[src/rtl/rlcs_pkg.sv]
// Types, codes and reset constants of the LED chain serializer.
`default_nettype none

package rlcs_pkg;

	localparam int RLCS_MAX_LEDS = 256;
	localparam int BITS_PER_PIXEL = 24;

	localparam logic [1:0] MODE_PIXEL   = 2'd0;
	localparam logic [1:0] MODE_FILL    = 2'd1;
	localparam logic [1:0] MODE_REFRESH = 2'd2;
	localparam logic [1:0] MODE_TICK    = 2'd3;

	localparam logic [2:0] REG_LED_COUNT  = 3'd0;
	localparam logic [2:0] REG_ZERO_HIGH  = 3'd1;
	localparam logic [2:0] REG_ZERO_LOW   = 3'd2;
	localparam logic [2:0] REG_ONE_HIGH   = 3'd3;
	localparam logic [2:0] REG_ONE_LOW    = 3'd4;
	localparam logic [2:0] REG_RESET_LEN  = 3'd5;

	localparam logic [8:0]  RST_LED_COUNT = 9'd0;
	localparam logic [15:0] RST_ZERO_HIGH = 16'd1;
	localparam logic [15:0] RST_ZERO_LOW  = 16'd5;
	localparam logic [15:0] RST_ONE_HIGH  = 16'd5;
	localparam logic [15:0] RST_ONE_LOW   = 16'd1;
	localparam logic [15:0] RST_RESET_LEN = 16'd1500;

	typedef struct packed {
		logic [8:0]  led_count;
		logic [15:0] zero_high_ticks;
		logic [15:0] zero_low_ticks;
		logic [15:0] one_high_ticks;
		logic [15:0] one_low_ticks;
		logic [15:0] reset_len;
	} cfg_t;

	typedef struct packed {
		logic accept;
		logic fill_start;
		logic sweep_we;
		logic sweep_clear;
	} cmd_t;

	typedef struct packed {
		logic busy;
		logic sweep_done;
	} stat_t;

	typedef enum logic [1:0] {
		ST_CLEAR,
		ST_IDLE,
		ST_FILL,
		ST_SETTLE
	} ctrl_state_t;

	typedef enum logic [1:0] {
		PH_IDLE,
		PH_PRE,
		PH_DATA,
		PH_POST
	} phase_t;

endpackage

`default_nettype wire

[src/rtl/rlcs_ctrl.sv]
// Request controller: store clearing, fill sweep and result handshake.
`default_nettype none

module rlcs_ctrl (
	input  wire logic         clk,
	input  wire logic         arst_n,
	input  wire logic         in_valid,
	output logic              in_ready,
	input  wire logic [1:0]   in_mode,
	output logic              out_valid,
	input  wire logic         out_ready,
	input  wire rlcs_pkg::stat_t stat,
	output rlcs_pkg::cmd_t    cmd
);
	import rlcs_pkg::*;

	ctrl_state_t state_q;
	ctrl_state_t state_n;
	logic        out_valid_q;
	logic        accept;
	logic        fill_go;

	assign in_ready  = (state_q == ST_IDLE) && (!out_valid_q || out_ready);
	assign accept    = in_valid && in_ready;
	assign fill_go   = accept && (in_mode == MODE_FILL) && !stat.busy;
	assign out_valid = out_valid_q;

	always_comb begin
		state_n = state_q;
		unique case (state_q)
			ST_CLEAR:  if (stat.sweep_done) state_n = ST_IDLE;
			ST_IDLE:   if (fill_go) state_n = ST_FILL;
			ST_FILL:   if (stat.sweep_done) state_n = ST_SETTLE;
			ST_SETTLE: state_n = ST_IDLE;
			default:   state_n = ST_CLEAR;
		endcase
	end

	always_comb begin
		cmd.accept      = accept;
		cmd.fill_start  = fill_go;
		cmd.sweep_we    = ((state_q == ST_CLEAR) || (state_q == ST_FILL)) && !stat.sweep_done;
		cmd.sweep_clear = (state_q == ST_CLEAR);
	end

	always_ff @(posedge clk or negedge arst_n) begin
		if (!arst_n) begin
			state_q     <= ST_CLEAR;
			out_valid_q <= 1'b0;
		end else begin
			state_q     <= state_n;
			out_valid_q <= (out_valid_q && !out_ready) || (accept && !fill_go)
				|| (state_q == ST_SETTLE);
		end
	end

endmodule

`default_nettype wire

[config.mk]
export PLATFORM = sky130hd
export DESIGN_NAME = rlcs_ctrl
export DESIGN_NICKNAME = d
export VERILOG_FILES = /design/src/rtl/rlcs_pkg.sv /design/src/rtl/rlcs_ctrl.sv
export SDC_FILE = /design/constraint.sdc
export NUM_CORES = 1
export LEC_CHECK = 0
export BUFFER_PORTS_ARGS = -buffer_cell sky130_fd_sc_hd__buf_4
export CAP_MARGIN = 0
export CORE_AREA = 2 2 39 41
export CTS_CLUSTER_DIAMETER = 150
export DETAILED_ROUTE_END_ITERATION = 10
export DIE_AREA = 0 0 41 43
export SYNTH_ARGS = -nofsm -noshare
export SYNTH_HDL_FRONTEND = slang
export SYNTH_SLANG_ARGS = --single-unit
[constraint.sdc]
create_clock -name clk -period 2.2 [get_ports clk]
set_input_delay 0.11 -clock clk [delete_from_list [all_inputs] [get_ports clk]]
set_output_delay 0.11 -clock clk [all_outputs]
set_load 0.1 [all_outputs]
==> results.txt <==
Fin Hold WS: 0.199 ns
# setup viols final: 0
CTS tree: yes
Area contributors post-synth: dfrtp_1, ha_1, buf_4
Routability congestion estimate: 0.809
Max transition margin: 0.699
Nature of the critical path endpoint: output port
Number of standard cells in the final layout excluding fillers: 59
Hold WC Path Type: primary input to async pin
Multiplexer share of the synthesized area: 0
Period Utilization, post-route: 0.776
Placeable core region: 1380 um2
ANT cells: 0
# port buffers: 13
Drt drc: 0
Number of buffers added by the clock tree synthesis step: 3
Post-synthesis compound-gate area fraction: 0.207
Worst-path cell with the longest stage delay: dfrtp_1
Crit path max fanout: 5
Run status: finished, final reports clean
Critical path data required time: 2.09 ns
Hold violation count in the final report: 0
Worst R2R End: state_q[0]
Worst IR drop on VDD: 376 uV
Number of antenna violations at the first check in global routing: 0
Type of the setup path with the least slack: flip-flop to output port
Final critical path time including I/O delays and setup: 1.71 ns
Insertion delay to the later sink of the worst-skew pair: 0.23 ns
RSZ-0062 raised after global routing: false
Post-synthesis instance total: 27
Part of the Yosys area used for sequential elements: 0.296
Vias after detailed routing: 247
Die width: 41 um
Fin. max-slew vios: 0
Power per cell area: 1440 nW/um2
Mean instance size in the synthesized netlist: 9.41 um2
First-pass iteration count of the detailed router: 2
Post-route clock skew: 0.00401 ns
Power after layout: 0.571 mW
Number of buffers and inverters on the critical path: 2
Vias per std cell: 4.19
Placed cell count: 54
Maxcap violations: 0
Yosys warns: 0
Vias in the first global route: 236
Final-layout setup total negative slack: 0 ns
Flip-flop and latch area: 75.1 um2
Clock Path Buffers: 2
Area share of the leading cell type in the synthesized netlist: 0.296
Number of ports placed on the die boundary: 14
Starting density of the core: 0.184
Most common library cells after synthesis: ha_1, inv_1, dfrtp_1
Register bit total from synthesis: 3
Final wirelength: 530 um
Total congestion overflow: 0
Net count of the mapped netlist: 39
Area of the multi-input gates: 154 um2
Number of setup buffers added after CTS: 0
Maximum clock frequency: 586 MHz
Simple-gate area share of the yosys netlist: 0.182
Number of fill cells in the layout: 151
Nature of the critical path startpoint: flip-flop
Synth area leader: dfrtp_1
Height of the die: 43 um
Depth of the CTS H-tree: 1
Area grow syn2layout: 56.7%
Tightest Pin Transition: 0.451 ns
Maximum number of pins on one net before global-route repair: 8
Wire length of the first global-routing pass: 917 um
Mapped cell area: 254 um2
Top delay family on crit path: flip-flops
Xor and xnor fraction of the mapped netlist area: 0
Area share of fa/ha/maj cells after synthesis: 0.197
Root Buffer Master: clkbuf_4
Worst r2r src: state_q[1]
Total Routing Usage GR: 0.0824
CTS clk-pin slew, worst paths: 0.04 ns
Clock sinks: 3
Full die area: 1760 um2
Count of nets left with antenna violations after detail routing: 0
CP peak stage delay: 0.42 ns
Post-detailed-placement half-perimeter wirelength: 424 um
Count of routing violations after the opening detailed-route iteration: 1
Chain of cells forming the critical path: inv_1, ha_1, nand2_1, nor3_1, buf_4
Top_reg_cell synth: dfrtp_1
Fin nets: 56
Unique masters post-synth: 16
Largest family of logic cells by synthesized area: compound AO/OA/AOI/OAI gates
LEAKAGE: 0.199 nW
R2r setup slk: 0.75 ns
Arr. time, crit path: 1.60 ns
Fraction of layout instances using a drive strength above 1: 0.488
Asr flop ratio synth: 1.00
Number of placement rows: 14
Per-cell routed wire length: 8.98 um
Number of synthesized flops with an enable pin: 0
FF-to-FF path depth: 5
area by class of cell:
class                      count  area share
clock buffer                   4      0.0660
inverter                       4      0.0377
multi-input combinational     18       0.387
sequential                     3       0.189
tap                           16      0.0503
timing repair buffer          14       0.270
where the power goes:
part,switching (mW),internal (mW),total [mW]
registers,0.0187,0.0763,0.0950
logic,0.276,0.102,0.379
clock network,0.0296,0.0680,0.0976
total,0.325,0.247,0.571
worst max path at each step:
stage	end	slack, ns	start	cells after the start
finish	cmd[2]	0.49	state_q[1]	5
global placement	cmd[2]	0.74	state_q[1]	5
global route	cmd[2]	0.33	state_q[1]	5
floorplan	in_ready	0.20	out_valid	2
CTS	cmd[2]	0.46	state_q[1]	5
detailed placement	cmd[2]	0.72	state_q[1]	5
cell families (layout without fill, tap and decap cells):
| family | after synthesis | count (layout) |
|---|---|---|
| and+or+nand+nor | 8 | 8 |
| buffers and inverters | 6 | 22 |
| DFF | 3 | 3 |
| AOI/OAI and AO/OA | 6 | 6 |
| adders and majority gates | 4 | 4 |
what timing repair did:
action,CTS,global route
gates resized for setup,0,0
hold endpoints to repair,3,0
hold buffers,1,0
state kept, by name, summed over array words and instances (netlist names):
signal,flops
state_q,2
out_valid,1
metrics by stage:
| step | instance area (um2) | utilization | worst slack (ns) |
|---|---|---|---|
| final | 398 | 0.288 | 0.493 |
| after global routing | 398 | 0.288 | 0.328 |
| after CTS | 398 | 0.288 | 0.460 |
| after detailed placement | 362 | 0.261 | 0.718 |
| after global placement | 362 | 0.261 | 0.741 |
| after floorplan | 259 | - | 0.202 |
per-layer routing:
metal  share of wire  global-route usage  vias to the layer above
met5               0                   0                        -
li1                -                   -                      125
met3           0.098              0.0628                        0
met1            0.39              0.0806                      111
met4               0              0.0600                        0
met2            0.51               0.113                       11
cells in the final DEF (no fill, tap or decap), types with 2 or more instances in the layout:
cell      count
clkbuf_4      3
buf_4        13
dfrtp_1       3
nand2_1       2
inv_1         4
ha_1          3
Power figures use the tool's default switching activity.
