`src/rtl/rlcs_pkg.sv`:
```
// Types, codes and reset constants of the LED chain serializer.
`default_nettype none

package rlcs_pkg;

	localparam int RLCS_MAX_LEDS = 256;
	localparam int BITS_PER_PIXEL = 24;

	localparam logic [1:0] MODE_PIXEL   = 2'd0;
	localparam logic [1:0] MODE_FILL    = 2'd1;
	localparam logic [1:0] MODE_REFRESH = 2'd2;
	localparam logic [1:0] MODE_TICK    = 2'd3;

	localparam logic [2:0] REG_LED_COUNT  = 3'd0;
	localparam logic [2:0] REG_ZERO_HIGH  = 3'd1;
	localparam logic [2:0] REG_ZERO_LOW   = 3'd2;
	localparam logic [2:0] REG_ONE_HIGH   = 3'd3;
	localparam logic [2:0] REG_ONE_LOW    = 3'd4;
	localparam logic [2:0] REG_RESET_LEN  = 3'd5;

	localparam logic [8:0]  RST_LED_COUNT = 9'd0;
	localparam logic [15:0] RST_ZERO_HIGH = 16'd1;
	localparam logic [15:0] RST_ZERO_LOW  = 16'd5;
	localparam logic [15:0] RST_ONE_HIGH  = 16'd5;
	localparam logic [15:0] RST_ONE_LOW   = 16'd1;
	localparam logic [15:0] RST_RESET_LEN = 16'd1500;

	typedef struct packed {
		logic [8:0]  led_count;
		logic [15:0] zero_high_ticks;
		logic [15:0] zero_low_ticks;
		logic [15:0] one_high_ticks;
		logic [15:0] one_low_ticks;
		logic [15:0] reset_len;
	} cfg_t;

	typedef struct packed {
		logic accept;
		logic fill_start;
		logic sweep_we;
		logic sweep_clear;
	} cmd_t;

	typedef struct packed {
		logic busy;
		logic sweep_done;
	} stat_t;

	typedef enum logic [1:0] {
		ST_CLEAR,
		ST_IDLE,
		ST_FILL,
		ST_SETTLE
	} ctrl_state_t;

	typedef enum logic [1:0] {
		PH_IDLE,
		PH_PRE,
		PH_DATA,
		PH_POST
	} phase_t;

endpackage

`default_nettype wire

```
`src/rtl/rlcs_regs.sv`:
```
// Configuration register file behind the APB-style port.
`default_nettype none

module rlcs_regs (
	input  wire logic         clk,
	input  wire logic         arst_n,
	input  wire logic         psel,
	input  wire logic         penable,
	input  wire logic         pwrite,
	input  wire logic [4:0]   paddr,
	input  wire logic [31:0]  pwdata,
	output logic      [31:0]  prdata,
	output logic              pready,
	output rlcs_pkg::cfg_t    cfg
);
	import rlcs_pkg::*;

	cfg_t       cfg_q;
	logic       wr_en;
	logic [2:0] reg_idx;

	assign pready  = 1'b1;
	assign wr_en   = psel && penable && pwrite;
	assign reg_idx = paddr[4:2];
	assign cfg     = cfg_q;

	always_ff @(posedge clk or negedge arst_n) begin
		if (!arst_n) begin
			cfg_q.led_count       <= RST_LED_COUNT;
			cfg_q.zero_high_ticks <= RST_ZERO_HIGH;
			cfg_q.zero_low_ticks  <= RST_ZERO_LOW;
			cfg_q.one_high_ticks  <= RST_ONE_HIGH;
			cfg_q.one_low_ticks   <= RST_ONE_LOW;
			cfg_q.reset_len       <= RST_RESET_LEN;
		end else if (wr_en) begin
			unique case (reg_idx)
				REG_LED_COUNT: cfg_q.led_count       <= pwdata[8:0];
				REG_ZERO_HIGH: cfg_q.zero_high_ticks <= pwdata[15:0];
				REG_ZERO_LOW:  cfg_q.zero_low_ticks  <= pwdata[15:0];
				REG_ONE_HIGH:  cfg_q.one_high_ticks  <= pwdata[15:0];
				REG_ONE_LOW:   cfg_q.one_low_ticks   <= pwdata[15:0];
				REG_RESET_LEN: cfg_q.reset_len       <= pwdata[15:0];
				default: ;
			endcase
		end
	end

	always_comb begin
		unique case (reg_idx)
			REG_LED_COUNT: prdata = 32'(cfg_q.led_count);
			REG_ZERO_HIGH: prdata = 32'(cfg_q.zero_high_ticks);
			REG_ZERO_LOW:  prdata = 32'(cfg_q.zero_low_ticks);
			REG_ONE_HIGH:  prdata = 32'(cfg_q.one_high_ticks);
			REG_ONE_LOW:   prdata = 32'(cfg_q.one_low_ticks);
			REG_RESET_LEN: prdata = 32'(cfg_q.reset_len);
			default:       prdata = 32'd0;
		endcase
	end

endmodule

`default_nettype wire

```
`config.mk`:
```
export PLATFORM = sky130hd
export DESIGN_NAME = rlcs_regs
export DESIGN_NICKNAME = d
export VERILOG_FILES = /design/src/rtl/rlcs_pkg.sv /design/src/rtl/rlcs_regs.sv
export SDC_FILE = /design/constraint.sdc
export NUM_CORES = 1
export LEC_CHECK = 0
export BUFFER_PORTS_ARGS = -buffer_cell sky130_fd_sc_hd__buf_2
export CAP_MARGIN = 20
export CORE_ASPECT_RATIO = 1.1
export CORE_MARGIN = 2
export CORE_UTILIZATION = 39
export CTS_BUF_LIST = sky130_fd_sc_hd__clkbuf_8 sky130_fd_sc_hd__clkbuf_16
export CTS_CLUSTER_DIAMETER = 120
export DETAILED_ROUTE_END_ITERATION = 8
export PLACE_DENSITY = 0.63
export SLEW_MARGIN = 20
export SYNTH_ARGS = -nofsm -noshare
export SYNTH_HDL_FRONTEND = slang
export SYNTH_SLANG_ARGS = --single-unit
```
`constraint.sdc`:
```
create_clock -name clk -period 1.2 [get_ports clk]
set_input_delay 0.18 -clock clk [delete_from_list [all_inputs] [get_ports clk]]
set_output_delay 0.18 -clock clk [all_outputs]
set_load 0.02 [all_outputs]
```
==> flow_summary.json, run 1 <==
{
  "outcome": "finished, violations left",
  "violations": "negative setup slack",
  "critPathLaunchType": "flip-flop",
  "rsz0062_at_grt": "yes",
  "hold_end": "cfg[79]$_DFFE_PN0P_",
  "finalHoldViolations": 0,
  "synth_top_area_cell": "dfrtp_1",
  "grt_overflow": 0,
  "place_ws_ns": -0.303,
  "areaGrowthSynthToFinish_pct": 59.4,
  "worstPathCellList": "mux2_4, a221oi_4, a31oi_4, buf_6",
  "postLayoutSetupSlackWorst_ns": -0.508,
  "drtPass1Iterations": 4,
  "start_util_pct": 39.4,
  "hold_depth": 2,
  "finalCritPeriodShare_pct": 142,
  "largest_register_ffs": 89,
  "portBuffers": 128,
  "cp.arrival_ns": 1.53,
  "endpoint_kind": "primary output",
  "drc_errors": 0,
  "skew_ns": 0,
  "fillers": 879,
  "yosys_warnings": 0,
  "htreeDepth": 3,
  "chipHeight_um": 116,
  "clock_latency_ns": 0.34,
  "drt_iter0_drc": 127,
  "min_from": "pwdata[15]",
  "antenna_cells": 0,
  "gp_congestion": 0.789,
  "dp_hpwl_um": 9190,
  "core_um2": 11300,
  "antenna_found_initial": 0,
  "synthCells": 311,
  "netlist.area_leader.share_pct": 42.6,
  "clk_pin_slew_ns": 0.06,
  "ant_nets": 0,
  "timing.rr.end": "cfg[10]$_DFFE_PN1P_",
  "yosysUniqueCellTypes": 29,
  "grt_pass1_vias": 3467,
  "nets": 564,
  "track_usage_pct": 21.3,
  "vias": 3346,
  "syn_area_um2": 4470,
  "slew_viol_final": 0,
  "clock-sinks": 89,
  "synthArstFlopShare_pct": 100,
  "r2r-start": "cfg[10]$_DFFE_PN1P_",
  "crit_type": "reg2out",
  "min_path_type": "in2reg",
  "leakage_nw": 3.54,
  "via_per_inst": 4.94,
  "slowest_delay_ns": 0.41,
  "grt_max_degree": 41,
  "die_area_um2": 12300,
  "crit_fanout": 2,
  "io_pins": 164,
  "power.total_mw": 12.0,
  "die_x_um": 106,
  "grt_pass1_wl_um": 19800,
  "clockBufferDepth": 2,
  "seq_area_frac_synth_pct": 50.2,
  "cp.required_ns": 1.02,
  "regToRegSetupSlack_ns": 0.15,
  "synth_ff_type": "dfrtp_1",
  "fmax_mhz": 586,
  "wl_um": 12800,
  "cts_tree": "built",
  "rows": 41,
  "cpMaxStageDelayCell": "dfrtp_2",
  "ir_drop_v": 0.000935,
  "synth.avg_cell_area_um2": 14.4,
  "reg2regPathDepth": 4,
  "synthTopCellsByArea": "dfrtp_1 43%, mux2_2 18%, dfstp_2 7.6%",
  "max_cap_viol_count": 0,
  "drive_above_1_share_pct": 73.8,
  "synth_edf_count": 0,
  "wl_per_cell_um": 18.9,
  "cts_inserted_buffers": 9,
  "power.density_nw_per_um2": 1690,
  "fin_crit_ns": 1.71,
  "synth-seq-cells": 89,
  "cts_root_buffer": "clkbuf_16",
  "setup_viol": 29
}
## cell usage in the layout (no fill, tap or decap), types with 2 or more instances in the layout
cell,n
conb_1,17
nand2_1,13
o21ai_2,5
a221oi_2,2
dfstp_2,13
nor2_8,5
mux2_2,40
buf_6,80
nand3_1,2
buf_4,51
a22oi_2,2
clkbuf_16,9
mux2i_2,2
o22a_1,5
nor2b_1,3
dfrtp_1,71
inv_1,2
dfrtp_2,5
buf_2,72
clkinv_2,2
o221ai_2,2
bufinv_16,4
buf_12,14
mux2i_1,20
o221ai_4,5
a31oi_2,2
mux2_4,61
nand2_4,4
## through the flow
stage | TNS (ns) | hold slack (ns) | instance area [um^2] | instances | utilization, %
after floorplan | -5.53 | -0.116 | 4830 | 326 | -
after CTS | -6.41 | 0.114 | 6950 | 671 | 61.3
after global placement | -24.70 | 0.0565 | 6100 | 646 | 53.8
final | -6.25 | 0.124 | 7120 | 677 | 62.8
after detailed placement | -26.03 | 0.0581 | 6100 | 646 | 53.8
after global routing | -7.47 | 0.139 | 7120 | 677 | 62.8
## synth_stat cells, drive strengths merged (2+ instances only)
cell    instances
mux2          102
dfrtp          76
buf            33
mux2i          22
nand2          18
dfstp          13
o221ai          7
nor2            6
o21ai           5
o22a            5
a221oi          4
a31oi           4
nor2b           4
a22oi           2
conb            2
nand2b          2
nand3           2
## final cells by class
cell class / instances / area, um^2 / share of cell area [%]
Timing Repair Buffer: 218 / 1930 / 27.2
Multi-Input combinational cell: 203 / 2380 / 33.5
Clock inverter: 7 / 134 / 1.88
Clock buffer: 9 / 225 / 3.16
Sequential cell: 89 / 2250 / 31.6
Inverter: 1 / 3.75 / 0.0527
Tap cell: 150 / 188 / 2.64
## how the worst max path moves through the flow
stage	start	endpoint	slack, ns	depth (start not counted)
2_1_floorplan	paddr[2]	cfg[21]$_DFFE_PN0P_	-0.12	5
3_3_place_gp	paddr[2]	cfg[38]$_DFFE_PN0P_	-0.28	5
3_5_place_dp	paddr[2]	cfg[35]$_DFFE_PN0P_	-0.30	5
4_1_cts	cfg[80]$_DFFE_PN0P_	prdata[0]	-0.49	4
5_1_grt	cfg[80]$_DFFE_PN0P_	prdata[0]	-0.54	4
6_report	cfg[80]$_DFFE_PN0P_	prdata[0]	-0.51	4
## logic make-up (layout without fill, tap and decap cells)
| group | Yosys count | after routing | synth area share, % |
|---|---|---|---|
| and+or+nand+nor | 35 | 35 | 6.27 |
| muxes | 124 | 124 | 32.3 |
| AOI/OAI and AO/OA | 27 | 27 | 4.59 |
| other | 2 | 17 | 0.168 |
| DFF | 89 | 89 | 50.2 |
| buffers and inverters | 34 | 235 | 6.41 |
## metal layers
layer  share of wire, %  GRT usage, %
met3                4.5          4.41
met5                  0             0
met4               0.78          6.05
met1                 44          27.7
met2                 51          36.3
## power by group
| group | leakage [nW] | switching [mW] | total, mW | internal (mW) |
|---|---|---|---|---|
| Sequential | 1.10 | 0.511 | 4.17 | 3.66 |
| Combinational | 2.26 | 2.07 | 4.45 | 2.38 |
| Clock | 0.181 | 1.14 | 3.37 | 2.23 |
## what timing repair did
action / 4_1_cts / 5_1_grt
resized for setup: 127 / 38
buffers inserted: 13 / 19
cloned: 0 / 0
hold buffers: 1 / 0
pin swaps: 12 / 5
endpoints found under the setup margin: 44 / 50
hold endpoints to repair: 45 / 0
## worst max-delay path, delay by kind of cell, from the launching register on
kind                   cells  cell delay, ns
buffers and inverters      1            0.14
AO/OA/AOI/OAI              2            0.35
flip-flops                 1            0.41
multiplexers               1            0.29
No activity file was read; power rests on OpenSTA's default activity.
==> run 2, diff against run 1 <==
- PLACE_DENSITY: 0.63 -> 0.66
==> run 2 against run 1 <==
The run still ends with negative setup slack left. First-iteration DRC count decreased by 7.1%. Final cell count unchanged. Critical path type unchanged. Largest cell class unchanged. Via count increased by 1.1%. Power decreased by 4.4%. Clock-buffer cell count increased by 1.
==> flow_summary.json, run 2 (synthesis gave the netlist of run 1 again) <==
{
  "outcome": "finished, violations left",
  "violations": "negative setup slack",
  "wl_um": 13100,
  "grt_pass1_vias": 3500,
  "finalCritPeriodShare_pct": 141,
  "hold_end": "cfg[25]$_DFFE_PN0P_",
  "cts_inserted_buffers": 9,
  "fin_util_pct": 62.4,
  "clock_latency_ns": 0.34,
  "slew_viol_final": 0,
  "portBuffers": 128,
  "clkPwrFrac_pct": 24.4,
  "switching_share_pct": 32.9,
  "hold_depth": 2,
  "r2r-start": "cfg[27]$_DFFE_PN0P_",
  "seq_area_um2": 2250,
  "die_area_um2": 12300,
  "timing.rr.end": "cfg[27]$_DFFE_PN0P_",
  "start_util_pct": 39.4,
  "drtPass1Iterations": 4,
  "setup_viol": 31,
  "vias": 3383,
  "htreeDepth": 3,
  "clockBufferDepth": 2,
  "antenna_found_initial": 0,
  "nets": 564,
  "p_sw_mw": 3.78,
  "postLayoutSetupSlackWorst_ns": -0.491,
  "grt_pass1_wl_um": 20100,
  "layout_commonest_cell": "buf_6",
  "slowest_delay_ns": 0.40,
  "via_per_inst": 5.00,
  "min_path_type": "in2reg",
  "cts_tree": "built",
  "cp_num_buf_inv": 1,
  "max_cap_viol_count": 0,
  "ir_drop_v": 0.000832,
  "cts_root_buffer": "clkbuf_16",
  "die_x_um": 106,
  "rsz0062_at_grt": "yes",
  "crit_family": "flip-flops",
  "clk_pin_slew_ns": 0.07,
  "drc_errors": 0,
  "antenna_cells": 0,
  "grt_max_degree": 53,
  "seq_power_share_pct": 36.5,
  "startpoint": "cfg[49]$_DFFE_PN0P_",
  "reg2regPathDepth": 3,
  "grt_overflow": 0,
  "worstPathCellList": "mux2_2, a221oi_4, a31oi_2, buf_2",
  "io_pins": 164,
  "dp_hpwl_um": 9320,
  "power.density_nw_per_um2": 1620,
  "track_usage_pct": 21.8,
  "ant_nets": 0,
  "cpMaxStageDelayCell": "dfrtp_2",
  "crit_type": "reg2out",
  "chipHeight_um": 116,
  "gp_congestion": 0.812,
  "drt_iter0_drc": 118,
  "clock-sinks": 89,
  "endpoint_kind": "primary output",
  "place_ws_ns": -0.298,
  "wl_per_cell_um": 19.4,
  "regToRegSetupSlack_ns": 0.16,
  "p_int_mw": 7.69,
  "cp.arrival_ns": 1.51,
  "areaGrowthSynthToFinish_pct": 58.3,
  "fillers": 887,
  "finalHoldViolations": 0,
  "layout.cells.non_filler": 677,
  "combPwrFrac_pct": 39.1,
  "fmax_mhz": 591,
  "min_from": "pwdata[9]",
  "critPathLaunchType": "flip-flop",
  "fin_crit_ns": 1.69,
  "skew_ns": 0,
  "cp.required_ns": 1.02,
  "largest_register_ffs": 89,
  "layout_common_cells": "79 x buf_6, 76 x buf_2, 71 x dfrtp_1, 59 x mux2_4, 47 x buf_4",
  "place_inst": 646,
  "core_um2": 11300,
  "multi_input_area_um2": 2400,
  "leakage_nw": 3.50,
  "rows": 41,
  "drive_above_1_share_pct": 74.4,
  "crit_fanout": 2
}
[run 2: cell types whose count changed in the layout (fill, tap and decap cells not counted), moves of 2 or more]
cell and change:
nor2b_1 -2, mux2i_1 -2, mux2_4 -2, nor2b_2 +2, buf_2 +4, buf_4 -4
mux2_2 +2, bufinv_16 -3
[run 2: area by class of cell]
class                   count  share of cell area, %
well taps                 150                   2.65
multi-input cells         203                   34.0
inverters                   1                 0.0531
clock inverters             6                  0.743
clock buffers              10                   3.38
flip-flops and latches     89                   31.8
repair buffers            218                   27.3
[run 2: worst max path at each step]
stage	cells after the start	end
floorplan	5	cfg[21]$_DFFE_PN0P_
global placement	6	prdata[2]
detailed placement	6	cfg[1]$_DFFE_PN0P_
CTS	4	prdata[0]
global route	4	prdata[1]
finish	4	prdata[1]
[run 2: worst register-to-register path, delay by kind of cell (launching register included)]
| kind | cells | cell delay [ns] |
|---|---|---|
| muxes | 1 | 0.26 |
| buffers and inverters | 2 | 0.26 |
| DFF | 1 | 0.41 |
[run 2: repair_timing]
item	in CTS	in global routing
hold endpoints to repair	76	0
hold buffers	1	0
setup endpoints to repair	40	50
gates resized for setup	111	55
pin swaps	8	7
setup buffers	12	20
[run 2: through the flow]
step / TNS [ns] / total power, mW / cell area [um^2] / hold slack, ns
global route: -7.61 / 12.0 / 7070 / 0.144
global placement: -24.72 / 7.75 / 6120 / 0.173
detailed placement: -25.93 / 7.83 / 6120 / 0.179
floorplan: -5.53 / 6.31 / 4830 / -0.116
CTS: -6.49 / 11.2 / 6850 / 0.130
finish: -6.42 / 11.5 / 7070 / 0.135
[run 2: power groups by stage]
stage | combinational, mW | clock [mW] | sequential (mW)
2_1_floorplan | 1.46 | 0 | 4.84
3_3_place_gp | 3.60 | 0 | 4.16
3_5_place_dp | 3.65 | 0 | 4.17
4_1_cts | 4.24 | 2.85 | 4.15
5_1_grt | 4.74 | 2.96 | 4.26
6_report | 4.48 | 2.80 | 4.19
[run 2: routing by layer]
layer / vias up / wire length (um) / GRT usage [%]
met1: 1727 / 5760 / 28.8
met2: 116 / 6500 / 36.0
met5: - / 0 / 0
li1: 1525 / - / -
met3: 15 / 662 / 5.30
met4: 0 / 178 / 6.32
==> run 3, diff against run 2 <==
--- a/constraint.sdc
+++ b/constraint.sdc
@@ -3,2 +3,2 @@
 set_output_delay 0.18 -clock clk [all_outputs]
-set_load 0.02 [all_outputs]
+set_load 0.1 [all_outputs]
==> run 3 against run 2 <==
The run still ends with negative setup slack left. Worst setup slack worse by 0.31 ns. Combinational power increased to 2.7 times the previous value. Via count rose by 8.3%. Design area increased by 36%. Critical endpoint is now prdata[4]. Sequential power is 8.6% higher. Power grew 72%. Maximum frequency is 16% lower. Routed wire length is 25% higher. Final cell count up 9.6%. Critical path depth increased by 1. Largest cell class is now buffers. Highest routed layer unchanged. Critical path type unchanged. Clock power increased by 6%.
==> flow_summary.json, run 3 (synthesis gave the netlist of run 1 again) <==
{
  "finalCritPeriodShare_pct": 167,
  "r2r-start": "cfg[12]$_DFFE_PN0P_",
  "clock_latency_ns": 0.34,
  "grt_max_degree": 90,
  "cp_num_buf_inv": 2,
  "clk_pin_slew_ns": 0.07,
  "ir_drop_v": 0.00139,
  "vias": 3665,
  "core_um2": 11300,
  "rows": 41,
  "fin_crit_ns": 2.00,
  "clock-sinks": 89,
  "start_util_pct": 39.4,
  "htreeDepth": 3,
  "min_path_type": "in2reg",
  "timing.rr.end": "cfg[12]$_DFFE_PN0P_",
  "crit_family": "flip-flops",
  "drive_above_1_share_pct": 91.6,
  "postLayoutSetupSlackWorst_ns": -0.804,
  "power.density_nw_per_um2": 2050,
  "drt_iter0_drc": 118,
  "power.total_mw": 19.7,
  "clockBufferDepth": 2,
  "largest_register_ffs": 89,
  "slew_viol_final": 0,
  "chipHeight_um": 116,
  "die_area_um2": 12300,
  "endpoint_kind": "primary output",
  "portBuffers": 128,
  "leakage_nw": 4.23,
  "layout_common_cells": "122 x buf_12, 84 x buf_6, 82 x mux2_4, 55 x buf_4, 38 x dfrtp_4",
  "grt_overflow": 0,
  "antenna_found_initial": 0,
  "outcome": "finished, violations left",
  "die_x_um": 106,
  "fin_util_pct": 84.6,
  "min_from": "pwdata[15]",
  "track_usage_pct": 25.2,
  "nets": 629,
  "cts_inserted_buffers": 9,
  "areaGrowthSynthToFinish_pct": 115,
  "reg2regPathDepth": 3,
  "crit_type": "reg2out",
  "io_pins": 164,
  "hold_end": "cfg[63]$_DFFE_PN0P_",
  "ant_nets": 0,
  "slowest_delay_ns": 0.49,
  "critPathLaunchType": "flip-flop",
  "max_cap_viol_count": 0,
  "drc_errors": 0,
  "dp_hpwl_um": 10400,
  "finalHoldViolations": 0,
  "rsz0062_at_grt": "yes",
  "place_inst": 692,
  "setup_viol": 107,
  "fmax_mhz": 499,
  "worstPathCellList": "mux2_4, a221oi_2, buf_4, a31oi_4, buf_12",
  "crit_fanout": 2,
  "grt_pass1_vias": 4097,
  "regToRegSetupSlack_ns": 0.07,
  "hold_depth": 2,
  "via_per_inst": 4.94,
  "cts_root_buffer": "clkbuf_16",
  "antenna_cells": 0,
  "cts_tree": "built",
  "wl_um": 16400,
  "layout.cells.non_filler": 742,
  "violations": "negative setup slack",
  "wl_per_cell_um": 22.1,
  "cp.required_ns": 1.02,
  "cpMaxStageDelayCell": "dfrtp_4",
  "drtPass1Iterations": 4,
  "layout_commonest_cell": "buf_12",
  "grt_pass1_wl_um": 23500,
  "cp.arrival_ns": 1.82,
  "skew_ns": 0,
  "gp_congestion": 0.818
}
run 3: cell count changes in the layout (fill, tap and decap cells not counted), sizes merged:
cell      change
clkinvlp      +2
inv           -2
clkinv        -2
clkbuf        +4
buf          +63
run 3: metal layers:
layer	track usage (%)	share of wire (%)	vias to the layer above	wire length [um]
li1	-	-	1638	-
met1	31.0	40	1894	6600
met2	44.9	54	111	8800
met3	5.02	4.5	22	733
met4	8.07	1.6	0	270
met5	0	0	-	0
run 3: cell type report:
cell class                      count  area [um^2]
Sequential cell                    89         2480
Timing Repair Buffer              283         3940
Fill cell                         485         1750
Multi-Input combinational cell    203         2660
Clock buffer                       12          267
Clock inverter                      4         50.0
Tap cell                          150          188
Inverter                            1         3.75
run 3: report_power, final:
| group | leakage (nW) | switching, mW | internal [mW] |
|---|---|---|---|
| clock network | 0.151 | 1.20 | 1.78 |
| logic | 3.07 | 7.12 | 5.02 |
| registers | 1.01 | 0.632 | 3.92 |
| total | 4.23 | 8.95 | 10.7 |
run 3: worst max path at each step:
stage | start | endpoint | slack [ns] | cells past startpoint
floorplan | cfg[32]$_DFFE_PN1P_ | prdata[0] | -0.65 | 3
global placement | paddr[3] | prdata[5] | -0.40 | 6
detailed placement | paddr[3] | prdata[4] | -0.42 | 6
CTS | cfg[84]$_DFFE_PN0P_ | prdata[4] | -0.66 | 5
global route | cfg[84]$_DFFE_PN0P_ | prdata[4] | -0.84 | 5
finish | cfg[84]$_DFFE_PN0P_ | prdata[4] | -0.80 | 5
run 3: what timing repair did:
item	CTS	global route
pin swaps	6	8
buffers inserted	14	52
gates cloned	0	1
hold endpoints to repair	76	0
resized for setup	90	55
setup endpoints to repair	114	163
hold buffers	1	0
run 3: per-stage QoR:
stage          area, um^2  setup TNS (ns)  setup slack (ns)  hold slack [ns]
2_1_floorplan        5370          -13.18            -0.648           -0.116
3_3_place_gp         8560          -33.42            -0.399            0.258
3_5_place_dp         8560          -36.01            -0.423            0.268
4_1_cts              9280          -15.12            -0.657            0.128
5_1_grt              9590          -18.23            -0.837            0.139
6_report             9590          -15.38            -0.804            0.139
